[config.mk]
export PLATFORM = sky130hd
export DESIGN_NAME = iir_direct_form_one_filter_flat
export DESIGN_NICKNAME = d
export VERILOG_FILES = /design/src/design/idf1_pkg.sv /design/src/design/idf1_in_if.sv /design/src/design/idf1_out_if.sv /design/src/design/idf1_regs.sv /design/src/design/iir_direct_form_one_filter.sv /design/src/flat_wrapper.sv
export SDC_FILE = /design/constraint.sdc
export NUM_CORES = 2
export LEC_CHECK = 0
export BUFFER_PORTS_ARGS = -buffer_cell sky130_fd_sc_hd__buf_2
export CORE_MARGIN = 1.5
export CORE_UTILIZATION = 55
export DETAILED_ROUTE_END_ITERATION = 16
export GPL_TIMING_DRIVEN = 0
export PLACE_DENSITY = 0.75
export SLEW_MARGIN = 20
export SYNTH_ARGS = -nofsm -noshare
export SYNTH_HDL_FRONTEND = slang
export SYNTH_SLANG_ARGS = --single-unit
[constraint.sdc]
create_clock -name clk -period 8.5 [get_ports clk]
set_input_delay 0.425 -clock clk [delete_from_list [all_inputs] [get_ports clk]]
set_output_delay 0.425 -clock clk [all_outputs]
set_load 0.01 [all_outputs]
[src/design/idf1_pkg.sv]
`default_nettype none

package idf1_pkg;

	// Filter order range and default
	localparam int ORDER_DEF  = 2;
	localparam int ORDER_MAX  = 3;

	// Field widths
	localparam int SAMPLE_W   = 16;
	localparam int COEF_W     = 18;

	// Register file layout: three coefficient slots per side
	localparam int NREGS_SIDE = 3;
	localparam int DATA_W     = 32;
	localparam int ADDR_W     = 5;
	localparam int REG_IDX_W  = 3;

	// Accumulator covers 2*ORDER_MAX+1 products of 19x16 bits
	localparam int ACC_W      = 38;
	// Quotient magnitude bits before saturation
	localparam int QMAG_W     = 17;

	typedef logic [REG_IDX_W-1:0] reg_idx_t;

	localparam reg_idx_t REG_B0 = 3'd0;
	localparam reg_idx_t REG_B1 = 3'd1;
	localparam reg_idx_t REG_B2 = 3'd2;
	localparam reg_idx_t REG_A0 = 3'd3;
	localparam reg_idx_t REG_A1 = 3'd4;
	localparam reg_idx_t REG_A2 = 3'd5;

	typedef logic signed [COEF_W-1:0]   coef_t;
	typedef logic signed [SAMPLE_W-1:0] sample_t;

	// Q3.14 unity
	localparam coef_t COEF_ONE = 18'sd16384;

	// Output limits
	localparam sample_t SAT_MAX = 16'sh7FFF;
	localparam sample_t SAT_MIN = 16'sh8000;

	// Coefficient set handed from the register file to the datapath
	typedef struct packed {
		coef_t [NREGS_SIDE-1:0] b;
		coef_t [NREGS_SIDE-1:0] a;
	} coef_set_t;

endpackage

`default_nettype wire

[src/design/idf1_in_if.sv]
`default_nettype none

interface idf1_in_if;
	import idf1_pkg::*;

	logic    valid;
	logic    ready;
	sample_t sample_in;

	modport source (output valid, output sample_in, input ready);
	modport sink (input valid, input sample_in, output ready);
endinterface

`default_nettype wire

[src/design/idf1_out_if.sv]
`default_nettype none

interface idf1_out_if;
	import idf1_pkg::*;

	logic    valid;
	logic    ready;
	sample_t sample_out;
	logic    status;

	modport source (output valid, output sample_out, output status, input ready);
	modport sink (input valid, input sample_out, input status, output ready);
endinterface

`default_nettype wire

[src/design/idf1_regs.sv]
`default_nettype none

module idf1_regs #(
	parameter int ORDER = idf1_pkg::ORDER_DEF
) (
	input  logic                          clk,
	input  logic                          arst_n,
	input  logic                          psel,
	input  logic                          penable,
	input  logic                          pwrite,
	input  logic [idf1_pkg::ADDR_W-1:0]   paddr,
	input  logic [idf1_pkg::DATA_W-1:0]   pwdata,
	output logic [idf1_pkg::DATA_W-1:0]   prdata,
	output logic                          pready,
	output idf1_pkg::coef_set_t           coefs
);
	import idf1_pkg::*;

	coef_set_t coefs_q;
	reg_idx_t  idx;
	coef_t     wr_word;
	coef_t     rd_word;
	logic      wr_en;

	assign idx     = paddr[ADDR_W-1:2];
	assign wr_word = coef_t'(pwdata[COEF_W-1:0]);
	assign wr_en   = psel && penable && pwrite;
	assign pready  = 1'b1;
	assign coefs   = coefs_q;

	// Write the addressed coefficient; drop writes to taps beyond the order
	always_ff @(posedge clk or negedge arst_n) begin
		if (!arst_n) begin
			coefs_q.b <= {coef_t'(0), coef_t'(0), COEF_ONE};
			coefs_q.a <= {coef_t'(0), coef_t'(0), COEF_ONE};
		end else if (wr_en) begin
			case (idx)
				REG_B0: coefs_q.b[0] <= wr_word;
				REG_B1: coefs_q.b[1] <= wr_word;
				REG_B2: if (ORDER >= 2) coefs_q.b[2] <= wr_word;
				REG_A0: coefs_q.a[0] <= wr_word;
				REG_A1: coefs_q.a[1] <= wr_word;
				REG_A2: if (ORDER >= 2) coefs_q.a[2] <= wr_word;
				default: ;
			endcase
		end
	end

	// Read back the addressed coefficient, sign extended
	always_comb begin
		case (idx)
			REG_B0:  rd_word = coefs_q.b[0];
			REG_B1:  rd_word = coefs_q.b[1];
			REG_B2:  rd_word = coefs_q.b[2];
			REG_A0:  rd_word = coefs_q.a[0];
			REG_A1:  rd_word = coefs_q.a[1];
			REG_A2:  rd_word = coefs_q.a[2];
			default: rd_word = '0;
		endcase
	end

	assign prdata = {{(DATA_W-COEF_W){rd_word[COEF_W-1]}}, rd_word};

endmodule

`default_nettype wire

[src/design/iir_direct_form_one_filter.sv]
// Direct form I IIR filter, one shared 19x16 multiplier and a bit-serial restoring divider.
// Each accepted sample runs through multiply-accumulate, sign/range and divide steps to
//   a 17-bit quotient magnitude, then finish; a zero divisor goes straight to finish.
// A new sample is accepted only while idle, once the previous result has left finish.
// Reset (arst_n low, asynchronous) clears both histories, the sequencer and the result valid
// flag, and returns every coefficient to its reset value.
`default_nettype none

module iir_direct_form_one_filter #(
	parameter int ORDER = idf1_pkg::ORDER_DEF
) (
	input  logic                          clk,
	input  logic                          arst_n,
	input  logic                          psel,
	input  logic                          penable,
	input  logic                          pwrite,
	input  logic [idf1_pkg::ADDR_W-1:0]   paddr,
	input  logic [idf1_pkg::DATA_W-1:0]   pwdata,
	output logic [idf1_pkg::DATA_W-1:0]   prdata,
	output logic                          pready,
	idf1_in_if.sink                       in_ch,
	idf1_out_if.source                    out_ch
);
	import idf1_pkg::*;

	localparam int NTERMS = 2 * ORDER + 1;
	localparam int STEP_W = $clog2(NTERMS + 1);
	localparam int PROD_W = COEF_W + 1 + SAMPLE_W;
	localparam int CNT_W  = $clog2(QMAG_W);
	localparam logic [QMAG_W-1:0] POS_LIM = QMAG_W'(32767);
	localparam logic [QMAG_W-1:0] NEG_LIM = QMAG_W'(32768);

	typedef enum logic [5:0] {
		S_IDLE = 6'b000001,
		S_MAC  = 6'b000010,
		S_ABS  = 6'b000100,
		S_CHK  = 6'b001000,
		S_DIV  = 6'b010000,
		S_DONE = 6'b100000
	} state_t;

	coef_set_t coefs;

	state_t                        state_q;
	logic [STEP_W-1:0]             step_q;
	logic [CNT_W-1:0]              cnt_q;
	logic                          pv_q;
	logic                          zero_q;
	logic                          qneg_q;
	logic                          ovf_q;
	sample_t                       x_q;
	logic [ORDER-1:0][SAMPLE_W-1:0] xh_q;
	logic [ORDER-1:0][SAMPLE_W-1:0] yh_q;
	logic signed [ACC_W-1:0]       prod_q;
	logic signed [ACC_W-1:0]       acc_q;
	logic [ACC_W-1:0]              mag_q;
	logic [ACC_W-1:0]              dsh_q;
	logic [COEF_W-1:0]             dmag_q;
	logic [QMAG_W-1:0]             qmag_q;

	logic                          out_valid_q;
	sample_t                       sample_out_q;
	logic                          status_q;

	coef_t [ORDER:0]               tb;
	coef_t [ORDER:0]               ta;
	logic signed [COEF_W:0]        op_coef;
	sample_t                       op_data;
	logic signed [PROD_W-1:0]      prod_w;
	sample_t                       y_res;
	logic                          in_fire;
	logic                          out_load;
	logic                          div_ge;

	idf1_regs #(.ORDER(ORDER)) u_regs (
		.clk     (clk),
		.arst_n  (arst_n),
		.psel    (psel),
		.penable (penable),
		.pwrite  (pwrite),
		.paddr   (paddr),
		.pwdata  (pwdata),
		.prdata  (prdata),
		.pready  (pready),
		.coefs   (coefs)
	);

	// Map taps to registers; taps without a register read as zero
	for (genvar k = 0; k <= ORDER; k++) begin : g_tap
		if (k < NREGS_SIDE) begin : g_reg
			assign tb[k] = coefs.b[k];
			assign ta[k] = coefs.a[k];
		end else begin : g_zero
			assign tb[k] = '0;
			assign ta[k] = '0;
		end
	end

	assign in_ch.ready = (state_q == S_IDLE);
	assign in_fire     = in_ch.valid && in_ch.ready;

	// Select coefficient and sample of the current term; feedback terms are negated
	always_comb begin
		op_coef = '0;
		op_data = '0;
		if (step_q == '0) begin
			op_coef = $signed({tb[0][COEF_W-1], tb[0]});
			op_data = x_q;
		end
		for (int i = 0; i < ORDER; i++) begin
			if (step_q == STEP_W'(i + 1)) begin
				op_coef = $signed({tb[i+1][COEF_W-1], tb[i+1]});
				op_data = sample_t'(xh_q[i]);
			end
			if (step_q == STEP_W'(ORDER + i + 1)) begin
				op_coef = -$signed({ta[i+1][COEF_W-1], ta[i+1]});
				op_data = sample_t'(yh_q[i]);
			end
		end
	end

	assign prod_w = op_coef * op_data;
	assign div_ge = (mag_q >= dsh_q);

	// Saturate the signed quotient to the sample range
	always_comb begin
		if (qneg_q) begin
			if (ovf_q || (qmag_q > NEG_LIM)) begin
				y_res = SAT_MIN;
			end else begin
				y_res = sample_t'(~qmag_q + 1'b1);
			end
		end else begin
			if (ovf_q || (qmag_q > POS_LIM)) begin
				y_res = SAT_MAX;
			end else begin
				y_res = sample_t'(qmag_q);
			end
		end
	end

	assign out_load = (state_q == S_DONE) && (!out_valid_q || out_ch.ready);

	// Sequencer and control flags
	always_ff @(posedge clk or negedge arst_n) begin
		if (!arst_n) begin
			state_q <= S_IDLE;
			step_q  <= '0;
			cnt_q   <= '0;
			pv_q    <= 1'b0;
			zero_q  <= 1'b0;
			qneg_q  <= 1'b0;
			ovf_q   <= 1'b0;
		end else begin
			case (state_q)
				S_IDLE: begin
					if (in_fire) begin
						step_q  <= '0;
						pv_q    <= 1'b0;
						zero_q  <= (ta[0] == '0);
						state_q <= (ta[0] == '0) ? S_DONE : S_MAC;
					end
				end
				S_MAC: begin
					if (step_q != STEP_W'(NTERMS)) begin
						step_q <= step_q + 1'b1;
						pv_q   <= 1'b1;
					end else begin
						pv_q    <= 1'b0;
						state_q <= S_ABS;
					end
				end
				S_ABS: begin
					qneg_q  <= acc_q[ACC_W-1] ^ ta[0][COEF_W-1];
					state_q <= S_CHK;
				end
				S_CHK: begin
					ovf_q   <= (mag_q >= ACC_W'({dmag_q, {QMAG_W{1'b0}}}));
					cnt_q   <= CNT_W'(QMAG_W - 1);
					state_q <= S_DIV;
				end
				S_DIV: begin
					cnt_q <= cnt_q - 1'b1;
					if (cnt_q == '0) begin
						state_q <= S_DONE;
					end
				end
				S_DONE: begin
					if (out_load) begin
						state_q <= S_IDLE;
					end
				end
				default: state_q <= S_IDLE;
			endcase
		end
	end

	// Datapath: capture sample, accumulate products, take magnitudes, divide
	always_ff @(posedge clk) begin
		case (state_q)
			S_IDLE: begin
				if (in_fire) begin
					x_q   <= in_ch.sample_in;
					acc_q <= '0;
				end
			end
			S_MAC: begin
				if (pv_q) begin
					acc_q <= acc_q + prod_q;
				end
				prod_q <= ACC_W'(prod_w);
			end
			S_ABS: begin
				mag_q  <= acc_q[ACC_W-1] ? (~acc_q + 1'b1) : acc_q;
				dmag_q <= ta[0][COEF_W-1] ? (~ta[0] + 1'b1) : ta[0];
			end
			S_CHK: begin
				dsh_q  <= ACC_W'({dmag_q, {(QMAG_W-1){1'b0}}});
				qmag_q <= '0;
			end
			S_DIV: begin
				if (div_ge) begin
					mag_q <= mag_q - dsh_q;
				end
				qmag_q <= {qmag_q[QMAG_W-2:0], div_ge};
				dsh_q  <= dsh_q >> 1;
			end
			default: ;
		endcase
	end

	// Advance both histories on a valid result; hold them on a zero divisor
	always_ff @(posedge clk or negedge arst_n) begin
		if (!arst_n) begin
			xh_q <= '0;
			yh_q <= '0;
		end else if (out_load && !zero_q) begin
			for (int i = ORDER - 1; i > 0; i--) begin
				xh_q[i] <= xh_q[i-1];
				yh_q[i] <= yh_q[i-1];
			end
			xh_q[0] <= x_q;
			yh_q[0] <= y_res;
		end
	end

	// Result register parts the sequencer from the output handshake
	always_ff @(posedge clk or negedge arst_n) begin
		if (!arst_n) begin
			out_valid_q <= 1'b0;
		end else if (out_load) begin
			out_valid_q <= 1'b1;
		end else if (out_ch.ready) begin
			out_valid_q <= 1'b0;
		end
	end

	always_ff @(posedge clk) begin
		if (out_load) begin
			sample_out_q <= zero_q ? sample_t'(0) : y_res;
			status_q     <= zero_q;
		end
	end

	assign out_ch.valid      = out_valid_q;
	assign out_ch.sample_out = sample_out_q;
	assign out_ch.status     = status_q;

	// A zero divisor skips all arithmetic
	a_zero_skip: assert property (@(posedge clk) disable iff (!arst_n)
		in_fire && (coefs.a[0] == '0) |=> (state_q == S_DONE) && zero_q)
		else $error("zero divisor item did not go straight to finish");

	// Restoring divider keeps the remainder below twice the shifted divisor
	a_div_bound: assert property (@(posedge clk) disable iff (!arst_n)
		(state_q == S_DIV) && !ovf_q |-> (mag_q < (dsh_q << 1)))
		else $error("divider remainder out of range");

	// A zero divisor result leaves the histories untouched
	a_hist_hold: assert property (@(posedge clk) disable iff (!arst_n)
		out_load && zero_q |=> $stable(xh_q) && $stable(yh_q))
		else $error("history changed on zero divisor");

	// A result appears only from the finish step
	a_out_src: assert property (@(posedge clk) disable iff (!arst_n)
		$rose(out_valid_q) |-> $past(state_q == S_DONE))
		else $error("result valid raised outside finish");

endmodule

`default_nettype wire
[src/flat_wrapper.sv]
// flat-port wrapper written by rule: the top's interface ports become plain ports
module iir_direct_form_one_filter_flat import idf1_pkg::*;
#(
	parameter int ORDER = idf1_pkg::ORDER_DEF
)
  (clk, arst_n, psel, penable, pwrite, paddr, pwdata, prdata, pready, in_ch_valid, in_ch_sample_in, in_ch_ready, out_ch_valid, out_ch_sample_out, out_ch_status, out_ch_ready);
  idf1_in_if in_ch_i ();
  idf1_out_if out_ch_i ();
  input  logic clk;
  input  logic arst_n;
  input  logic psel;
  input  logic penable;
  input  logic pwrite;
  input  logic [idf1_pkg::ADDR_W-1:0] paddr;
  input  logic [idf1_pkg::DATA_W-1:0] pwdata;
  output logic [idf1_pkg::DATA_W-1:0] prdata;
  output logic pready;
  input wire logic [$bits(in_ch_i.valid)-1:0] in_ch_valid;
  input wire logic [$bits(in_ch_i.sample_in)-1:0] in_ch_sample_in;
  output wire logic [$bits(in_ch_i.ready)-1:0] in_ch_ready;
  output wire logic [$bits(out_ch_i.valid)-1:0] out_ch_valid;
  output wire logic [$bits(out_ch_i.sample_out)-1:0] out_ch_sample_out;
  output wire logic [$bits(out_ch_i.status)-1:0] out_ch_status;
  input wire logic [$bits(out_ch_i.ready)-1:0] out_ch_ready;
  assign in_ch_i.valid = in_ch_valid;
  assign in_ch_i.sample_in = in_ch_sample_in;
  assign in_ch_ready = in_ch_i.ready;
  assign out_ch_valid = out_ch_i.valid;
  assign out_ch_sample_out = out_ch_i.sample_out;
  assign out_ch_status = out_ch_i.status;
  assign out_ch_i.ready = out_ch_ready;
  iir_direct_form_one_filter #(.ORDER(ORDER)) u_core (.clk(clk), .arst_n(arst_n), .psel(psel), .penable(penable), .pwrite(pwrite), .paddr(paddr), .pwdata(pwdata), .prdata(prdata), .pready(pready), .in_ch(in_ch_i), .out_ch(out_ch_i));
endmodule
# After elaboration in Yosys (flattened, before gate mapping)
# Cells that the tools add are included.
# Widths: inputs -> output; s select.
dict set report classes {
  n_addsub 9
  mul 1
  n_lt_le_gt_ge 4
  eq_ne 23
  muxes 38
  bitwise 4
  n_reduce_logical 30
}
# cell n
set op_table {}
lappend op_table {{$pmux 38 s2} 3}
lappend op_table {{$mux 38} 4}
lappend op_table {{$mux 16} 8}
lappend op_table {{$pmux 18 s6} 1}
lappend op_table {{$mux 19} 5}
lappend op_table {{$add 38x1->38 const B} 1}
lappend op_table {{$add 38x35->38} 1}
lappend op_table {{$ge 38x35->1} 1}
lappend op_table {{$ge 38x38->1} 1}
lappend op_table {{$neg 18->19} 2}
lappend op_table {{$not 38->38} 1}
lappend op_table {{$sub 38x38->38} 1}
lappend op_table {{$pmux 6 s6} 1}
lappend op_table {{$mul 19x16->35} 1}
lappend op_table {{$pmux 17 s2} 1}
lappend op_table {{$mux 6} 5}
lappend op_table {{$add 18x1->18 const B} 1}
lappend op_table {{$logic_not 18->1} 1}
lappend op_table {{$not 18->18} 1}
lappend op_table {{$reduce_and 2->1} 9}
lappend op_table {{$gt 17x15->1 const B} 1}
lappend op_table {{$gt 17x16->1 const B} 1}
lappend op_table {{$mux 17} 1}
lappend op_table {{$add 16x1->16 const B} 1}
lappend op_table {{other kinds (29)} 56}
dict set report totals {
  register_bits 408
  inputBits 60
  out_inout_bits 52
}

# Depth between registers and ports, before layout
dict set report logic_depth {
  word_depth 7
  depth_mapped 35
  ltp_nobuf 32
}

# Cells and area by module
# From an unflattened synthesis, not the netlist that was laid out.
dict set report hier_totals {
  cells_unflattened 3662
  hier_area_um2 35018.6
}
# module instances cells_each area_each_um2 seq_area_each_um2
set by_module_without_submodules {}
lappend by_module_without_submodules {iir_direct_form_one_filter 1 3288 29933.7 8474.4}
lappend by_module_without_submodules {idf1_regs 1 374 5084.9 2705.1}

# Worst setup path after synthesis
# OpenSTA, ideal clock, no wires.
dict set report synth_path {
  kind {register to register}
  start {register u_core.u_regs.coefs_q, in the netlist u_core.u_regs.coefs[18]}
  end {register u_core.prod_q[23], data pin}
  setup_ps 265
  arrival_time_ps 8424
  slack_ps -189
  path_stages_with_launch 29
  period_less_slack_ps 8689
  path_cell_list {dfrtp_1 inv_1 ha_1 or4b_1 or4_1 or4_4 xnor2_1 a21oi_1 nor2_1 o31ai_1 nand2_1 fa_1 fa_1 fa_1 inv_1 fa_1 fa_1 inv_1 fa_1 inv_1 ha_1 clkbuf_1 o2111a_1 and2_1 a2111o_1 a21o_1 a21oi_1 nor4_1 or3_1}
}
dict set report synth_between {
  elab_chain_len 5
}
# element line_no
set synth_rtl {}
lappend synth_rtl {{from (decl)} idf1_regs.sv:19} ;# coef_set_t coefs_q;
lappend synth_rtl {{$neg 18->19} iir_direct_form_one_filter.sv:116} ;# op_coef = -$signed({ta[i+1][COEF_W-1], ta[i+1]});
lappend synth_rtl {{$mux 19} iir_direct_form_one_filter.sv:115} ;# if (step_q == STEP_W'(ORDER + i + 1)) begin
lappend synth_rtl {{$mux 19} iir_direct_form_one_filter.sv:111} ;# if (step_q == STEP_W'(i + 1)) begin
lappend synth_rtl {{$mux 19} iir_direct_form_one_filter.sv:115}
lappend synth_rtl {{$mul 19x16->35} iir_direct_form_one_filter.sv:122} ;# assign prod_w = op_coef * op_data;
lappend synth_rtl {{net u_core.prod_w[23]} iir_direct_form_one_filter.sv:69} ;# logic signed [PROD_W-1:0] prod_w;
lappend synth_rtl {{to (signal assigned)} iir_direct_form_one_filter.sv:211} ;# prod_q <= ACC_W'(prod_w);
lappend synth_rtl {{to (decl)} iir_direct_form_one_filter.sv:54} ;# logic signed [ACC_W-1:0] prod_q;
# The timed path passes the listed nets, and every way through them passes these cells.
# A chain may end at the register's enable or synchronous reset.

# Final worst setup path
dict set report layout_path {
  start {register u_core.u_regs.coefs_q, in the netlist u_core.u_regs.coefs[19]}
  end {register, netlist name u_core.prod_q[34]}
}
dict set report layout_between {
  elab_chain_len 5
}
# element line_no
set layout_rtl {}
lappend layout_rtl {{$neg 18->19} iir_direct_form_one_filter.sv:116}
lappend layout_rtl {{$mux 19} iir_direct_form_one_filter.sv:115}
lappend layout_rtl {{$mux 19} iir_direct_form_one_filter.sv:111}
lappend layout_rtl {{$mux 19} iir_direct_form_one_filter.sv:115}
lappend layout_rtl {{$mul 19x16->35} iir_direct_form_one_filter.sv:122}
lappend layout_rtl {{net u_core.prod_w[34]} iir_direct_form_one_filter.sv:69}
# The timed path passes the listed nets, and every way through them passes these cells.

==> qor.txt <==
Status: finished with violations
Violated checks: negative setup slack
Die W: 253 um
Min-Delay Path Depth: 1
Flops & latches, synth: 404
CTS tree: yes
Core area: 61800 um^2
Max FO, Critical Path: 4
Crit path kind: reg2reg
# rows: 91
Syn Nets: 4236
Global route overflow: 0
RSZ-0062 raised after global routing: yes
Setup Viol. Count Final: 3
CTS max path bufs: 3
Initial DRC count: 3423
First-pass GRT wire length: 156000 um
Worst setup EP type: register
Required time worst endpoint: 8.82 ns
Total wire length: 100000 um
PortBufs: 91
Warning count from the yosys run: 0
Largest net degree at the start of global routing: 91
Delay of the slowest critical-path stage: 0.53 ns
Initial Util: 0.558
Hpwl dp: 74900 um
WP data arrival: 8.86 ns
Post-synth EDFFs: 213
Antenna-violating nets left: 0
Relative max-transition margin: 0.304
Layout cells sized above 1: 0.153
Cell depth of the worst flop-to-flop path: 30
Mapped cell area: 34500 um^2
Fillers: 4995
Final GP Congestion: 0.961
CTS Buf Count: 44
Crit start category: register
Die height: 253 um
# H-tree levels: 2
Least-Margin Pin Slew: 1.04 ns
Final Net Count: 4454
Fin crit period: 8.54 ns
Latest clock arrival within the worst-skew pair: 0.61 ns
MaxCap Viol Count: 0
Post-layout instance area: 39200 um^2
Vias in the first global route: 28451
Placed Area: 36200 um^2
Final worst slack: -0.0403 ns
Hold Violations, Final: 0
Fmax: 117 MHz
Netlist cell types: 81
Period utilization: 1.00
Max-slew violations: 0
Commonest non-fill, non-tap cell in the layout: nand2_1
Worst-path clk slew: 0.06 ns
Worst hold path type: in2reg
Critical Path Most Common Cell: fa_1
Area delta synth->final: 13.8%
Hold Crit Start: in_ch_sample_in[12]
Vias: 28810
Antenna Cells: 0
Drt pass-1 iters: 6
Asr flop ratio synth: 0.473
Ys flop type: edfxtp_1
Most frequent cells in the layout: nand2_1, inv_1, nor2_1
IO Pins: 112
Die ar.: 64200 um^2
Drt drc: 0
Clock sinks: 404
Skew final: 0.0338 ns
Root Buffer: clkbuf_16
Vias/cell: 6.04
Cells after Synth: 3680
Initial antenna violation count: 4
Worst R2R Start: u_core.u_regs.coefs[19]
All-Layer GR Usage: 0.315
Post-Syn Area per Cell: 9.37 um^2
DR WL/cell: 21.1 um
Critical Path Source: u_core.u_regs.coefs[19]
Register area share after synthesis: 0.324
Critical path's slowest cell: fa_1
## worst max-delay path, delay by kind of cell (launching register included)
family	cells	cell delay [ns]
buffers and inverters	5	0.45
flip-flops	1	0.41
AND/OR/NAND/NOR	8	2.25
AO/OA/AOI/OAI	7	1.45
XOR/XNOR	2	0.33
adder cells (fa/ha/maj)	8	3.37
## cell usage after synthesis, types with 12 or more instances
master / n / area [um^2]
nor4_1: 23 / 144
nand3_1: 53 / 265
and3_1: 12 / 75.1
and2_1: 24 / 150
nand2_1: 482 / 1810
or2_2: 16 / 100
nor2_1: 364 / 1370
a211oi_1: 26 / 195
o21a_1: 14 / 105
o21ai_0: 164 / 821
ha_1: 190 / 2380
o31ai_1: 37 / 278
fa_1: 306 / 6130
inv_1: 470 / 1760
mux2_2: 103 / 1160
nor2b_1: 33 / 206
edfxtp_1: 213 / 6400
a221oi_1: 13 / 114
xor2_1: 52 / 455
nand4_1: 13 / 81.3
a22oi_1: 75 / 563
xnor2_1: 119 / 1040
or3_1: 20 / 125
a31oi_1: 23 / 144
nor3_1: 47 / 235
clkbuf_1: 128 / 480
or4_1: 14 / 105
a21o_1: 66 / 495
buf_4: 15 / 113
dfrtp_1: 188 / 4700
nand2b_1: 42 / 263
a21oi_1: 186 / 931
## layer usage
layer / track usage / vias up / wire length, um
met1: 0.419 / 14098 / 39600
li1: - / 12786 / -
met2: 0.508 / 1533 / 46300
met4: 0.149 / 2 / 5380
met3: 0.0484 / 391 / 9240
met5: 0 / - / 13
## through the flow
| step | hold slack (ns) | cells | TNS, ns | setup WS, ns | utilization |
|---|---|---|---|---|---|
| floorplan | 0.129 | 3680 | 0 | 0.0428 | - |
| global placement | 0.431 | 4608 | -31.76 | -1.96 | 0.582 |
| detailed placement | 0.323 | 4617 | -22.98 | -1.56 | 0.585 |
| CTS | 0.00123 | 4730 | -0.0313 | -0.0313 | 0.623 |
| global route | 0.00925 | 4770 | -1.40 | -0.215 | 0.635 |
| finish | 0.0139 | 4770 | -0.105 | -0.0403 | 0.635 |
## path summary, 6_finish.rpt
| check | end | slack [ns] |
|---|---|---|
| setup / recovery | u_core.prod_q[34] | -0.04 |
| hold / removal | u_core.x_q[12] | 0.01 |
| setup reg to reg | u_core.prod_q[34] | -0.04 |
| hold reg to reg | u_core.out_ch.status | 0.44 |
| max in group asynchronous | u_core.step_q[0] | 7.06 |
| min in group asynchronous | u_core.u_regs.coefs[30] | 0.28 |
## sequential cells by signal (all words and copies together) (netlist names), 3 cells and up
signal                    flops
u_core.qmag_q                17
u_core.mag_q                 38
u_core.dmag_q                18
u_core.yh_q                  32
u_core.out_ch.sample_out     16
u_core.cnt_q                  5
u_core.acc_q                 38
u_core.prod_q                35
u_core.x_q                   16
u_core.u_regs.coefs         108
u_core.state_q                6
u_core.xh_q                  32
u_core.dsh_q                 34
u_core.step_q                 3
## logic make-up after synthesis
group                      after synthesis  synth area share
adders and majority gates              496             0.247
buffers and inverters                  626            0.0699
and+or+nand+nor                       1184             0.154
muxes                                  107            0.0351
AOI/OAI and AO/OA                      691             0.127
DFF                                    404             0.324
xor gates and xnor gates               171            0.0434
other                                    1          0.000109
## repair_timing
item / in CTS / in global routing
gates resized for setup: 151 / 147
hold endpoints to repair: 44 / 0
buffers inserted: 34 / 41
gates cloned: 0 / 2
setup endpoints to repair: 22 / 16
hold buffers: 6 / 0
pin swaps: 26 / 39
## cell type report
cell class / instances / area, um^2 / area share
clock buffer: 62 / 1230 / 0.0314
sequential: 404 / 11200 / 0.285
buffer: 144 / 738 / 0.0188
clock inverter: 19 / 204 / 0.00520
timing repair buffer: 181 / 1240 / 0.0315
inverter: 471 / 1780 / 0.0454
tap: 837 / 1050 / 0.0267
multi-input combinational: 2652 / 21800 / 0.556
Power is not shown: default switching activity piles up to over one toggle a cycle in this logic, so the estimate is an artifact.
